## config.mk

```make
export PLATFORM = sky130hd
export DESIGN_NAME = crc_checked_frame_receiver_core_flat
export DESIGN_NICKNAME = d
export VERILOG_FILES = /design/src/cfr_pkg.sv /design/src/cfr_if.sv /design/src/cfr_store.sv /design/src/cfr_parser.sv /design/src/crc_checked_frame_receiver_core.sv /design/src/flat_wrapper.sv
export VERILOG_INCLUDE_DIRS = /design/src /design/src/src
export SDC_FILE = /design/constraint.sdc
export NUM_CORES = 2
export LEC_CHECK = 0
export ABC_AREA = 0
export BUFFER_PORTS_ARGS = -buffer_cell sky130_fd_sc_hd__buf_2
export CORE_MARGIN = 3
export CORE_UTILIZATION = 45
export CTS_CLUSTER_SIZE = 20
export DETAILED_ROUTE_END_ITERATION = 10
export PLACE_DENSITY = 0.7
export SETUP_SLACK_MARGIN = 0.1
export SYNTH_ARGS = -nofsm -noshare
export SYNTH_HDL_FRONTEND = slang
export SYNTH_SLANG_ARGS = --single-unit
```

## constraint.sdc

```tcl
create_clock -name clk_i -period 7.3 [get_ports clk_i]
set_input_delay 0.73 -clock clk_i [delete_from_list [all_inputs] [get_ports clk_i]]
set_output_delay 0.73 -clock clk_i [all_outputs]
set_load 0.02 [all_outputs]
```

## src/crc_checked_frame_receiver_core_assert.svh

```systemverilog
// Assertion macros shared by the frame receiver modules.
// Needs nothing else; each macro checks on the rising clock edge outside reset.
`ifndef CRC_CHECKED_FRAME_RECEIVER_CORE_ASSERT_SVH
`define CRC_CHECKED_FRAME_RECEIVER_CORE_ASSERT_SVH

// Same-cycle implication.
`define CFR_ASSERT_NOW(lbl, clk, rst_n, ante, cons) \
  lbl: assert property (@(posedge clk) disable iff (!rst_n) (ante) |-> (cons)) \
    else $error("frame receiver assertion failed");

// Next-cycle implication.
`define CFR_ASSERT_NEXT(lbl, clk, rst_n, ante, cons) \
  lbl: assert property (@(posedge clk) disable iff (!rst_n) (ante) |=> (cons)) \
    else $error("frame receiver assertion failed");

`endif

```

## src/cfr_pkg.sv

```systemverilog
// Package for the checked frame receiver: codes, reset values and the CRC step.
// Used by cfr_parser, the top level and the testbench.
`timescale 1ns / 1ps
package cfr_pkg;

  localparam logic       OP_FEED = 1'b0;
  localparam logic       OP_READ = 1'b1;

  localparam logic       KIND_FRAME = 1'b0;
  localparam logic       KIND_READ  = 1'b1;

  localparam int         CFG_IDX_W = 2;
  localparam int         CFG_DATA_W = 9;
  localparam logic [CFG_IDX_W-1:0] REG_START_FIRST  = 2'd0;
  localparam logic [CFG_IDX_W-1:0] REG_START_SECOND = 2'd1;
  localparam logic [CFG_IDX_W-1:0] REG_PAYLOAD_LIMIT = 2'd2;

  localparam logic [7:0] START_FIRST_RST  = 8'hA5;
  localparam logic [7:0] START_SECOND_RST = 8'h5A;
  localparam logic [8:0] PAYLOAD_LIMIT_RST = 9'd256;

  localparam logic [15:0] CRC_INIT = 16'hFFFF;
  localparam logic [15:0] CRC_POLY = 16'hA001;

  // Header positions of the little-endian payload length.
  localparam int         LEN_LO_POS = 8;
  localparam int         LEN_HI_POS = 9;

  typedef struct packed {
    logic       good;
    logic [8:0] len;
  } cfr_frame_t;

  // One byte of CRC-16/Modbus, reflected, bit by bit.
  function automatic logic [15:0] crc_byte(input logic [15:0] crc, input logic [7:0] b);
    logic [15:0] c;
    c = crc ^ {8'h00, b};
    for (int k = 0; k < 8; k++) begin
      if (c[0]) begin
        c = (c >> 1) ^ CRC_POLY;
      end else begin
        c = c >> 1;
      end
    end
    return c;
  endfunction

endpackage

```

## src/cfr_if.sv

```systemverilog
// Handshake channels of the frame receiver: input items and result items.
// Depends on nothing.
`timescale 1ns / 1ps
interface cfr_in_if;
  logic       valid;
  logic       ready;
  logic       op;
  logic [7:0] data_byte;
  logic [8:0] read_index;

  modport source (output valid, op, data_byte, read_index, input ready);
  modport sink (input valid, op, data_byte, read_index, output ready);
endinterface

interface cfr_out_if;
  logic       valid;
  logic       ready;
  logic       kind;
  logic [8:0] frame_length;
  logic [7:0] read_data;

  modport source (output valid, kind, frame_length, read_data, input ready);
  modport sink (input valid, kind, frame_length, read_data, output ready);
endinterface

```

## src/cfr_store.sv

```systemverilog
// Frame store: one write port and one read port with registered read data.
// Depends on nothing.
`timescale 1ns / 1ps
module cfr_store #(
  parameter int Depth = 268,
  parameter int AddrW = 9
) (
  input  logic             clk_i,
  input  logic             we_i,
  input  logic [AddrW-1:0] waddr_i,
  input  logic [7:0]       wdata_i,
  input  logic             re_i,
  input  logic [AddrW-1:0] raddr_i,
  output logic [7:0]       rdata_o
);

  logic [7:0] mem [Depth];
  logic [7:0] rdata_q;

  always_ff @(posedge clk_i) begin
    if (we_i) begin
      mem[waddr_i] <= wdata_i;
    end
  end

  // Read data holds until the next read so that a stalled beat keeps its byte.
  always_ff @(posedge clk_i) begin
    if (re_i) begin
      rdata_q <= mem[raddr_i];
    end
  end

  assign rdata_o = rdata_q;

endmodule

```

## src/cfr_parser.sv

```systemverilog
// Frame parser: start-byte hunt, header and payload tracking, running CRC.
// Uses cfr_pkg; drives the write port of cfr_store.
`timescale 1ns / 1ps
`include "crc_checked_frame_receiver_core_assert.svh"
module cfr_parser import cfr_pkg::*; #(
  parameter int HeaderBytes = 10,
  parameter int MaxPayload  = 256,
  parameter int AddrW       = 9,
  parameter int PosW        = 9
) (
  input  logic             clk_i,
  input  logic             rst_ni,
  input  logic             en_i,
  input  logic [7:0]       byte_i,
  input  logic [7:0]       start_first_i,
  input  logic [7:0]       start_second_i,
  input  logic [8:0]       payload_limit_i,
  output logic             wr_en_o,
  output logic [AddrW-1:0] wr_addr_o,
  output logic [7:0]       wr_data_o,
  output cfr_frame_t       frame_o
);

  localparam int SumW = 17;

  typedef enum logic [2:0] {
    PH_HUNT    = 3'd0,
    PH_SECOND  = 3'd1,
    PH_HEADER  = 3'd2,
    PH_PAYLOAD = 3'd3,
    PH_CRC     = 3'd4
  } phase_e;

  phase_e          phase_q, phase_d;
  logic [PosW-1:0] pos_q, pos_d;
  logic [15:0]     len_q, len_d;
  logic [15:0]     crc_q, crc_d;
  logic [7:0]      len_lo_q, len_lo_d;
  logic [7:0]      len_hi_q, len_hi_d;
  logic [7:0]      crc_lo_q, crc_lo_d;

  logic [PosW-1:0] pos_inc;
  logic [15:0]     hdr_len;
  logic [15:0]     limit;
  logic [15:0]     crc_next;
  logic [SumW-1:0] payload_end;

  assign pos_inc     = pos_q + PosW'(1);
  assign crc_next    = crc_byte(crc_q, byte_i);
  assign payload_end = SumW'(HeaderBytes) + SumW'(len_q);
  assign limit       = (16'(payload_limit_i) < 16'(MaxPayload)) ?
                       16'(payload_limit_i) : 16'(MaxPayload);
  // The last header byte may itself carry a length byte.
  assign hdr_len = {(32'(pos_q) == LEN_HI_POS) ? byte_i : len_hi_q,
                    (32'(pos_q) == LEN_LO_POS) ? byte_i : len_lo_q};

  always_comb begin
    phase_d   = phase_q;
    pos_d     = pos_q;
    len_d     = len_q;
    crc_d     = crc_q;
    len_lo_d  = len_lo_q;
    len_hi_d  = len_hi_q;
    crc_lo_d  = crc_lo_q;
    wr_en_o   = 1'b0;
    wr_addr_o = AddrW'(pos_q);
    wr_data_o = byte_i;
    frame_o   = '0;
    if (en_i) begin
      case (phase_q)
        PH_HUNT: begin
          if (byte_i == start_first_i) begin
            wr_en_o   = 1'b1;
            wr_addr_o = '0;
            pos_d     = PosW'(1);
            crc_d     = crc_byte(CRC_INIT, byte_i);
            phase_d   = PH_SECOND;
          end
        end
        PH_SECOND: begin
          if (byte_i == start_second_i) begin
            wr_en_o = 1'b1;
            pos_d   = pos_inc;
            crc_d   = crc_next;
            phase_d = PH_HEADER;
          end else if (byte_i == start_first_i) begin
            wr_en_o   = 1'b1;
            wr_addr_o = '0;
            pos_d     = PosW'(1);
            crc_d     = crc_byte(CRC_INIT, byte_i);
          end else begin
            phase_d = PH_HUNT;
            pos_d   = '0;
          end
        end
        PH_HEADER: begin
          wr_en_o = 1'b1;
          pos_d   = pos_inc;
          crc_d   = crc_next;
          if (32'(pos_q) == LEN_LO_POS) begin
            len_lo_d = byte_i;
          end
          if (32'(pos_q) == LEN_HI_POS) begin
            len_hi_d = byte_i;
          end
          if (32'(pos_inc) >= HeaderBytes) begin
            len_d = hdr_len;
            if (hdr_len > limit) begin
              phase_d = PH_HUNT;
              pos_d   = '0;
            end else if (hdr_len == 16'd0) begin
              phase_d = PH_CRC;
            end else begin
              phase_d = PH_PAYLOAD;
            end
          end
        end
        PH_PAYLOAD: begin
          wr_en_o = 1'b1;
          pos_d   = pos_inc;
          crc_d   = crc_next;
          if (SumW'(pos_inc) >= payload_end) begin
            phase_d = PH_CRC;
          end
        end
        PH_CRC: begin
          wr_en_o  = 1'b1;
          pos_d    = pos_inc;
          crc_lo_d = byte_i;
          // The second CRC byte closes the frame; the first was kept in crc_lo_q.
          if (SumW'(pos_inc) >= payload_end + SumW'(2)) begin
            frame_o.good = ({byte_i, crc_lo_q} == crc_q);
            frame_o.len  = 9'(pos_inc);
            phase_d      = PH_HUNT;
            pos_d        = '0;
          end
        end
        default: begin
          phase_d = PH_HUNT;
          pos_d   = '0;
        end
      endcase
    end
  end

  always_ff @(posedge clk_i or negedge rst_ni) begin
    if (!rst_ni) begin
      phase_q  <= PH_HUNT;
      pos_q    <= '0;
      len_q    <= '0;
      crc_q    <= CRC_INIT;
      len_lo_q <= '0;
      len_hi_q <= '0;
      crc_lo_q <= '0;
    end else begin
      phase_q  <= phase_d;
      pos_q    <= pos_d;
      len_q    <= len_d;
      crc_q    <= crc_d;
      len_lo_q <= len_lo_d;
      len_hi_q <= len_hi_d;
      crc_lo_q <= crc_lo_d;
    end
  end

  `CFR_ASSERT_NOW(a_payload_nonzero, clk_i, rst_ni, phase_q == PH_PAYLOAD, len_q != 16'd0)
  `CFR_ASSERT_NOW(a_crc_after_header, clk_i, rst_ni, phase_q == PH_CRC, 32'(pos_q) >= HeaderBytes)
  `CFR_ASSERT_NOW(a_good_needs_enable, clk_i, rst_ni, frame_o.good, en_i && phase_q == PH_CRC)

endmodule

```

## src/crc_checked_frame_receiver_core.sv

```systemverilog
// Checked frame receiver, top level: configuration, parser, frame store, result stages.
// Uses cfr_pkg, cfr_if, cfr_parser and cfr_store.
// Path: an accepted item is registered in stage one (with the store read), then in the output register.
// Throughput: one item per cycle while the result side is not stalled; a fed byte and a read each use one memory port.
// Reset restores parse state, CRC, configuration and result valids; frame store is not cleared.
`timescale 1ns / 1ps
`include "crc_checked_frame_receiver_core_assert.svh"
module crc_checked_frame_receiver_core import cfr_pkg::*; #(
  parameter int MAX_PAYLOAD  = 256,
  parameter int HEADER_BYTES = 10
) (
  input  logic                  clk_i,
  input  logic                  rst_ni,
  input  logic                  cfg_we_i,
  input  logic [CFG_IDX_W-1:0]  cfg_idx_i,
  input  logic [CFG_DATA_W-1:0] cfg_data_i,
  cfr_in_if.sink                in_i,
  cfr_out_if.source             out_o
);

  localparam int Depth = HEADER_BYTES + MAX_PAYLOAD + 2;
  localparam int AddrW = $clog2(Depth);
  localparam int PosW  = $clog2(Depth + 1);

  logic [7:0] start_first_q;
  logic [7:0] start_second_q;
  logic [8:0] limit_q;

  always_ff @(posedge clk_i or negedge rst_ni) begin
    if (!rst_ni) begin
      start_first_q  <= START_FIRST_RST;
      start_second_q <= START_SECOND_RST;
      limit_q        <= PAYLOAD_LIMIT_RST;
    end else if (cfg_we_i) begin
      case (cfg_idx_i)
        REG_START_FIRST:   start_first_q  <= cfg_data_i[7:0];
        REG_START_SECOND:  start_second_q <= cfg_data_i[7:0];
        REG_PAYLOAD_LIMIT: limit_q        <= cfg_data_i;
        default: ;
      endcase
    end
  end

  logic             accept;
  logic             feed;
  logic             rd;
  logic             wr_en;
  logic [AddrW-1:0] wr_addr;
  logic [7:0]       wr_data;
  logic [7:0]       rdata;
  cfr_frame_t       frame;

  assign accept = in_i.valid && in_i.ready;
  assign feed   = accept && (in_i.op == OP_FEED);
  assign rd     = accept && (in_i.op == OP_READ);

  cfr_parser #(
    .HeaderBytes(HEADER_BYTES),
    .MaxPayload (MAX_PAYLOAD),
    .AddrW      (AddrW),
    .PosW       (PosW)
  ) u_parser (
    .clk_i          (clk_i),
    .rst_ni         (rst_ni),
    .en_i           (feed),
    .byte_i         (in_i.data_byte),
    .start_first_i  (start_first_q),
    .start_second_i (start_second_q),
    .payload_limit_i(limit_q),
    .wr_en_o        (wr_en),
    .wr_addr_o      (wr_addr),
    .wr_data_o      (wr_data),
    .frame_o        (frame)
  );

  cfr_store #(
    .Depth(Depth),
    .AddrW(AddrW)
  ) u_store (
    .clk_i  (clk_i),
    .we_i   (wr_en),
    .waddr_i(wr_addr),
    .wdata_i(wr_data),
    .re_i   (rd),
    .raddr_i(AddrW'(in_i.read_index)),
    .rdata_o(rdata)
  );

  // Stage one waits on the store read; the output register then parts the
  // result side from the input side.
  logic       s1_valid_q, s1_valid_d;
  logic       s1_kind_q;
  logic [8:0] s1_len_q;
  logic       s1_inrange_q;
  logic       s1_load;
  logic       s1_adv;

  logic       out_valid_q, out_valid_d;
  logic       out_kind_q;
  logic [8:0] out_len_q;
  logic [7:0] out_data_q;

  assign s1_load = rd || frame.good;
  assign s1_adv  = s1_valid_q && (!out_valid_q || out_o.ready);
  assign in_i.ready = !s1_valid_q || !out_valid_q || out_o.ready;

  always_comb begin
    s1_valid_d = s1_valid_q;
    if (s1_load) begin
      s1_valid_d = 1'b1;
    end else if (s1_adv) begin
      s1_valid_d = 1'b0;
    end
    out_valid_d = out_valid_q;
    if (s1_adv) begin
      out_valid_d = 1'b1;
    end else if (out_o.ready) begin
      out_valid_d = 1'b0;
    end
  end

  always_ff @(posedge clk_i or negedge rst_ni) begin
    if (!rst_ni) begin
      s1_valid_q  <= 1'b0;
      out_valid_q <= 1'b0;
    end else begin
      s1_valid_q  <= s1_valid_d;
      out_valid_q <= out_valid_d;
    end
  end

  always_ff @(posedge clk_i) begin
    if (s1_load) begin
      s1_kind_q    <= rd ? KIND_READ : KIND_FRAME;
      s1_len_q     <= rd ? 9'd0 : frame.len;
      s1_inrange_q <= 32'(in_i.read_index) < Depth;
    end
    if (s1_adv) begin
      out_kind_q <= s1_kind_q;
      out_len_q  <= s1_len_q;
      out_data_q <= (s1_kind_q == KIND_READ && s1_inrange_q) ? rdata : 8'd0;
    end
  end

  assign out_o.valid        = out_valid_q;
  assign out_o.kind         = out_kind_q;
  assign out_o.frame_length = out_len_q;
  assign out_o.read_data    = out_data_q;

  `CFR_ASSERT_NOW(a_stall_blocks_input, clk_i, rst_ni, s1_valid_q && out_valid_q && !out_o.ready, !in_i.ready)
  `CFR_ASSERT_NEXT(a_read_reaches_s1, clk_i, rst_ni, rd, s1_valid_q && s1_kind_q == KIND_READ)
  `CFR_ASSERT_NOW(a_no_write_on_read, clk_i, rst_ni, rd, !wr_en && !frame.good)

endmodule

```

## src/flat_wrapper.sv

```systemverilog
// flat-port wrapper written by rule: the top's interface ports become plain ports
module crc_checked_frame_receiver_core_flat import cfr_pkg::*;
#(
  parameter int MAX_PAYLOAD  = 256,
  parameter int HEADER_BYTES = 10
)
  (clk_i, rst_ni, cfg_we_i, cfg_idx_i, cfg_data_i, in_i_valid, in_i_op, in_i_data_byte, in_i_read_index, in_i_ready, out_o_valid, out_o_kind, out_o_frame_length, out_o_read_data, out_o_ready);
  cfr_in_if in_i_i ();
  cfr_out_if out_o_i ();
  input  logic clk_i;
  input  logic rst_ni;
  input  logic cfg_we_i;
  input  logic [CFG_IDX_W-1:0] cfg_idx_i;
  input  logic [CFG_DATA_W-1:0] cfg_data_i;
  input wire logic [$bits(in_i_i.valid)-1:0] in_i_valid;
  input wire logic [$bits(in_i_i.op)-1:0] in_i_op;
  input wire logic [$bits(in_i_i.data_byte)-1:0] in_i_data_byte;
  input wire logic [$bits(in_i_i.read_index)-1:0] in_i_read_index;
  output wire logic [$bits(in_i_i.ready)-1:0] in_i_ready;
  output wire logic [$bits(out_o_i.valid)-1:0] out_o_valid;
  output wire logic [$bits(out_o_i.kind)-1:0] out_o_kind;
  output wire logic [$bits(out_o_i.frame_length)-1:0] out_o_frame_length;
  output wire logic [$bits(out_o_i.read_data)-1:0] out_o_read_data;
  input wire logic [$bits(out_o_i.ready)-1:0] out_o_ready;
  assign in_i_i.valid = in_i_valid;
  assign in_i_i.op = in_i_op;
  assign in_i_i.data_byte = in_i_data_byte;
  assign in_i_i.read_index = in_i_read_index;
  assign in_i_ready = in_i_i.ready;
  assign out_o_valid = out_o_i.valid;
  assign out_o_kind = out_o_i.kind;
  assign out_o_frame_length = out_o_i.frame_length;
  assign out_o_read_data = out_o_i.read_data;
  assign out_o_i.ready = out_o_ready;
  crc_checked_frame_receiver_core #(.MAX_PAYLOAD(MAX_PAYLOAD), .HEADER_BYTES(HEADER_BYTES)) u_core (.clk_i(clk_i), .rst_ni(rst_ni), .cfg_we_i(cfg_we_i), .cfg_idx_i(cfg_idx_i), .cfg_data_i(cfg_data_i), .in_i(in_i_i), .out_o(out_o_i));
endmodule
```

==> impl_results.rst <==
.. list-table::
   :header-rows: 1

   * - Metric
     - Value
   * - Floorplan Core Area
     - 198000 um^2
   * - Number of optimization iterations in the first detailed-route pass
     - 5
   * - WP data arrival
     - 5.59 ns
   * - Synthesized net count
     - 4208
   * - Overall power of the completed layout
     - 27100 uW
   * - Global Route Usage Sum
     - 0.206
   * - Total overflow reported by the global router
     - 0
   * - CTS H-tree lvls
     - 4
   * - Fmax achieved
     - 195 MHz
   * - Biggest area contributors in the synthesized netlist
     - edfxtp_1, mux4_2, dfrtp_1
   * - Share of the clock period used by the worst path after layout
     - 0.703
   * - Leakage power figure
     - 0.0313 uW
   * - Count of synthesis-stage warnings from yosys
     - 0
   * - TritonCTS clock tree
     - built
   * - Setup repair after global routing missed its margin
     - no
   * - Biggest fanout along the worst timing path
     - 18
   * - Die extent in y
     - 454 um
   * - Chip Width
     - 454 um
   * - Power Dens Cells
     - 270 nW/um^2
   * - Total negative setup slack
     - 0 ns
   * - Post-synthesis sequential area ratio
     - 0.752
   * - Total of flip-flops plus latches after synthesis
     - 2276
   * - Startpoint kind of the worst setup timing path
     - flop
   * - Crit Reg-Reg Startpoint
     - u_core.u_parser.pos_q[0]$_DFFE_PN0P_
   * - Yosys top cell by area
     - edfxtp_1
   * - Effective utilization at floorplan
     - 0.455
   * - Number of nets in the final layout
     - 4310
   * - Detail-routed net length per standard cell
     - 29.9 um
   * - Sum of routed wire length over all layers
     - 211000 um
   * - Clock latency on the worst-skew pair
     - 0.84 ns
   * - Worst Setup End Kind
     - flop
   * - Worst hold path type
     - input pin to flop
   * - Post-synth top area share
     - 0.726
   * - Cell Chain, Critical Path
     - ha_1 -> nand3_1 -> or2_2 -> xor2_1 -> inv_1 -> ha_1 -> nand4_1 -> a21oi_1 -> o311a_1 -> a211oi_1 -> a2111o_1 -> or4_1 -> o21ai_2
   * - Slew at the pin closest to its max-slew limit
     - 1.33 ns
   * - Per-cell via count in the routed design
     - 6.05
   * - Critical Path Most Common Cell
     - ha_1
   * - Number of vias after detailed routing
     - 42729
   * - Synthesized area
     - 90300 um^2
   * - Mean Syn Cell Area
     - 21.8 um^2
   * - Sinks on the clock net
     - 2276
   * - Proportion of synthesized flip-flops having asynchronous set or reset
     - 0.0417
   * - Critical hold path startpoint
     - cfg_data_i[8]
   * - Gpl congestion
     - 0.824
   * - Number of distinct library cells after synthesis
     - 75
   * - Hold Fails Final Rpt
     - 0
   * - Cell count after synthesis
     - 4142
   * - Outcome
     - completed
   * - Prevailing post-synth register cell
     - edfxtp_1
   * - Final-report max-slew violation count
     - 0
   * - Clock tree root driver cell
     - clkbuf_16
   * - Max-slew headroom at the worst pin
     - 0.109
   * - Layout cells sized above 1
     - 0.276
   * - Layout area overhead
     - 11.3%
   * - Crit path buffers/inverters
     - 1
   * - CP peak stage delay
     - 0.90 ns
   * - Antenna violations before repair
     - 10
   * - Post-CTS Setup Repair Bufs
     - 0
   * - Slowest library cell on the worst path
     - dfrtp_1
   * - Cts repair resizes
     - 0
   * - Number of violations reported at the end of detailed-routing iteration 0
     - 5632
   * - Top Family by Delay on Critical Path
     - compound AO/OA/AOI/OAI gates
   * - Register clock-pin slew on the reported worst setup and hold paths
     - 0.06 ns
   * - Vias in the first global route
     - 42906
   * - Final HPWL DP
     - 124000 um
   * - Global-route wire length before repair
     - 309000 um
   * - Clock skew
     - 0.0379 ns
   * - Final period demand of the worst path
     - 5.13 ns
   * - Maximum resistive drop on vdd
     - 187 uV
   * - CTS buffer count
     - 212
   * - DR DRC count
     - 0
   * - Number of buffers inserted by port buffering
     - 53
   * - Endpoints failing setup
     - 0
   * - Number of synthesized flops with an enable pin
     - 2181
   * - Maximum buffer depth of the clock tree
     - 3
   * - Number of maximum-capacitance violations
     - 0
   * - Number of standard-cell rows in the floorplan
     - 163
   * - Critical path launch point
     - u_core.u_parser.pos_q[0]$_DFFE_PN0P_
   * - Number of top-level pins
     - 54
   * - Die area
     - 206000 um^2
   * - Pin count of the biggest net entering global routing
     - 200
   * - Critical path class
     - flop to flop
   * - Antenna-violating nets left
     - 0
   * - Data required time at the worst endpoint
     - 7.76 ns
worst paths after layout:
kind                                                                end  slack, ns  cells after the start
min in group asynchronous       u_core.u_parser.len_lo_q[6]$_DFFE_PN0P_       0.47                      2
max in group asynchronous          u_core.u_parser.pos_q[5]$_DFFE_PN0P_       5.76                      3
worst max register to register         u_core.s1_len_q[4]$_SDFFCE_PP0P_       2.17                     13
worst min-delay path                      u_core.limit_q[8]$_DFFE_PN1P_       0.13                      2
worst min register to register   u_core.out_o.frame_length[5]$_DFFE_PP_       0.44                      0
worst max-delay path                   u_core.s1_len_q[4]$_SDFFCE_PP0P_       2.17                     13
routing by layer:
metal	vias to the layer above	wire, um	track usage
met5	-	12	0
met3	342	18900	0.0421
met4	2	5630	0.0562
met2	2084	100000	0.318
li1	17458	-	-
met1	22843	86200	0.303
Yosys cell counts (4+ instances only):
cell type  number
a21o_1          5
a21oi_1        28
and3_1         14
buf_1          16
buf_2          54
buf_4           4
clkbuf_1      165
dfrtp_1        70
dfstp_2        25
edfxtp_1     2181
ha_1           32
inv_1          24
mux2_2         41
mux2i_1        24
mux4_2        704
nand2_1        95
nand2b_1        7
nand3_1        23
nand3b_1        5
nand4_1        21
nor2_1        323
nor2b_1        14
nor3_1         14
nor3b_1         6
nor4_1         13
o211ai_1       12
o21a_1         12
o21ai_0        38
o31ai_1         5
xnor2_1        50
xor2_1         43
repair_timing:
item / CTS / global route
hold buffers: 1 / 0
hold endpoints to repair: 36 / 0
endpoints found under the setup margin: 0 / 0
flip-flops by register name, indices dropped and copies added (netlist names), 9 cells and up:
register / count
u_core.out_o.frame_length: 9
u_core.u_store.mem: 2144
u_core.s1_len_q: 9
u_core.u_parser.crc_q: 16
u_core.limit_q: 9
u_core.u_parser.pos_q: 9
u_core.u_parser.len_q: 16
stage by stage:
stage	hold slack (ns)	setup slack, ns	utilization	std cells	instance area (um^2)
floorplan	0.400	3.22	-	4142	90300
global placement	0.439	2.00	0.472	6669	93700
detailed placement	0.406	1.84	0.472	6669	93700
CTS	0.0702	1.81	0.506	7057	100000
global route	0.104	1.88	0.506	7057	100000
finish	0.131	2.17	0.506	7058	100000
layout make-up:
type	instances	area, um^2
clock buffer	261	5590
tap	2640	3300
antenna	1	2.50
clock inverter	126	1130
multi-input combinational	1597	21300
inverter	27	101
timing repair buffer	130	1180
fill	15176	98000
sequential	2276	67900
report_power, final:
part / total (uW) / internal [uW] / switching (uW)
clock: 10800 / 6060 / 4740
sequential: 14500 / 14400 / 118
combinational: 1790 / 699 / 1090
total: 27100 / 21200 / 5950
cell families (layout without fill, tap and decap cells):
logic type      Yosys count  after routing  share of synthesized area
compound gates          137            137                     0.0102
xor+xnor                 93             93                    0.00902
fa+ha+maj                32             32                    0.00444
buf+inv                 269            544                     0.0124
flops                  2276           2276                      0.752
mux                     772            772                      0.184
other cells               0              1                          0
simple gates            563            563                     0.0279
worst register-to-register path, stage by stage (launching register included):
cell and delay (ns):
dfrtp_1 0.90, ha_1 0.36, nand3_1 0.15, or2_2 0.34, xor2_1 0.28, inv_1 0.13
ha_1 0.30, nand4_1 0.08, a21oi_1 0.13, o311a_1 0.18, a211oi_1 0.05, a2111o_1 0.36
or4_1 0.73, o21ai_2 0.76
placed cells by master (no fill, tap or decap), types with 47 or more instances in the layout:
cell,count
edfxtp_1,2181
mux4_2,704
nor2_1,322
clkbuf_16,216
nand2_1,92
dfrtp_1,70
buf_4,60
xnor2_1,50
clkinv_1,48
clkinv_2,47
Power figures use the tool's default switching activity.
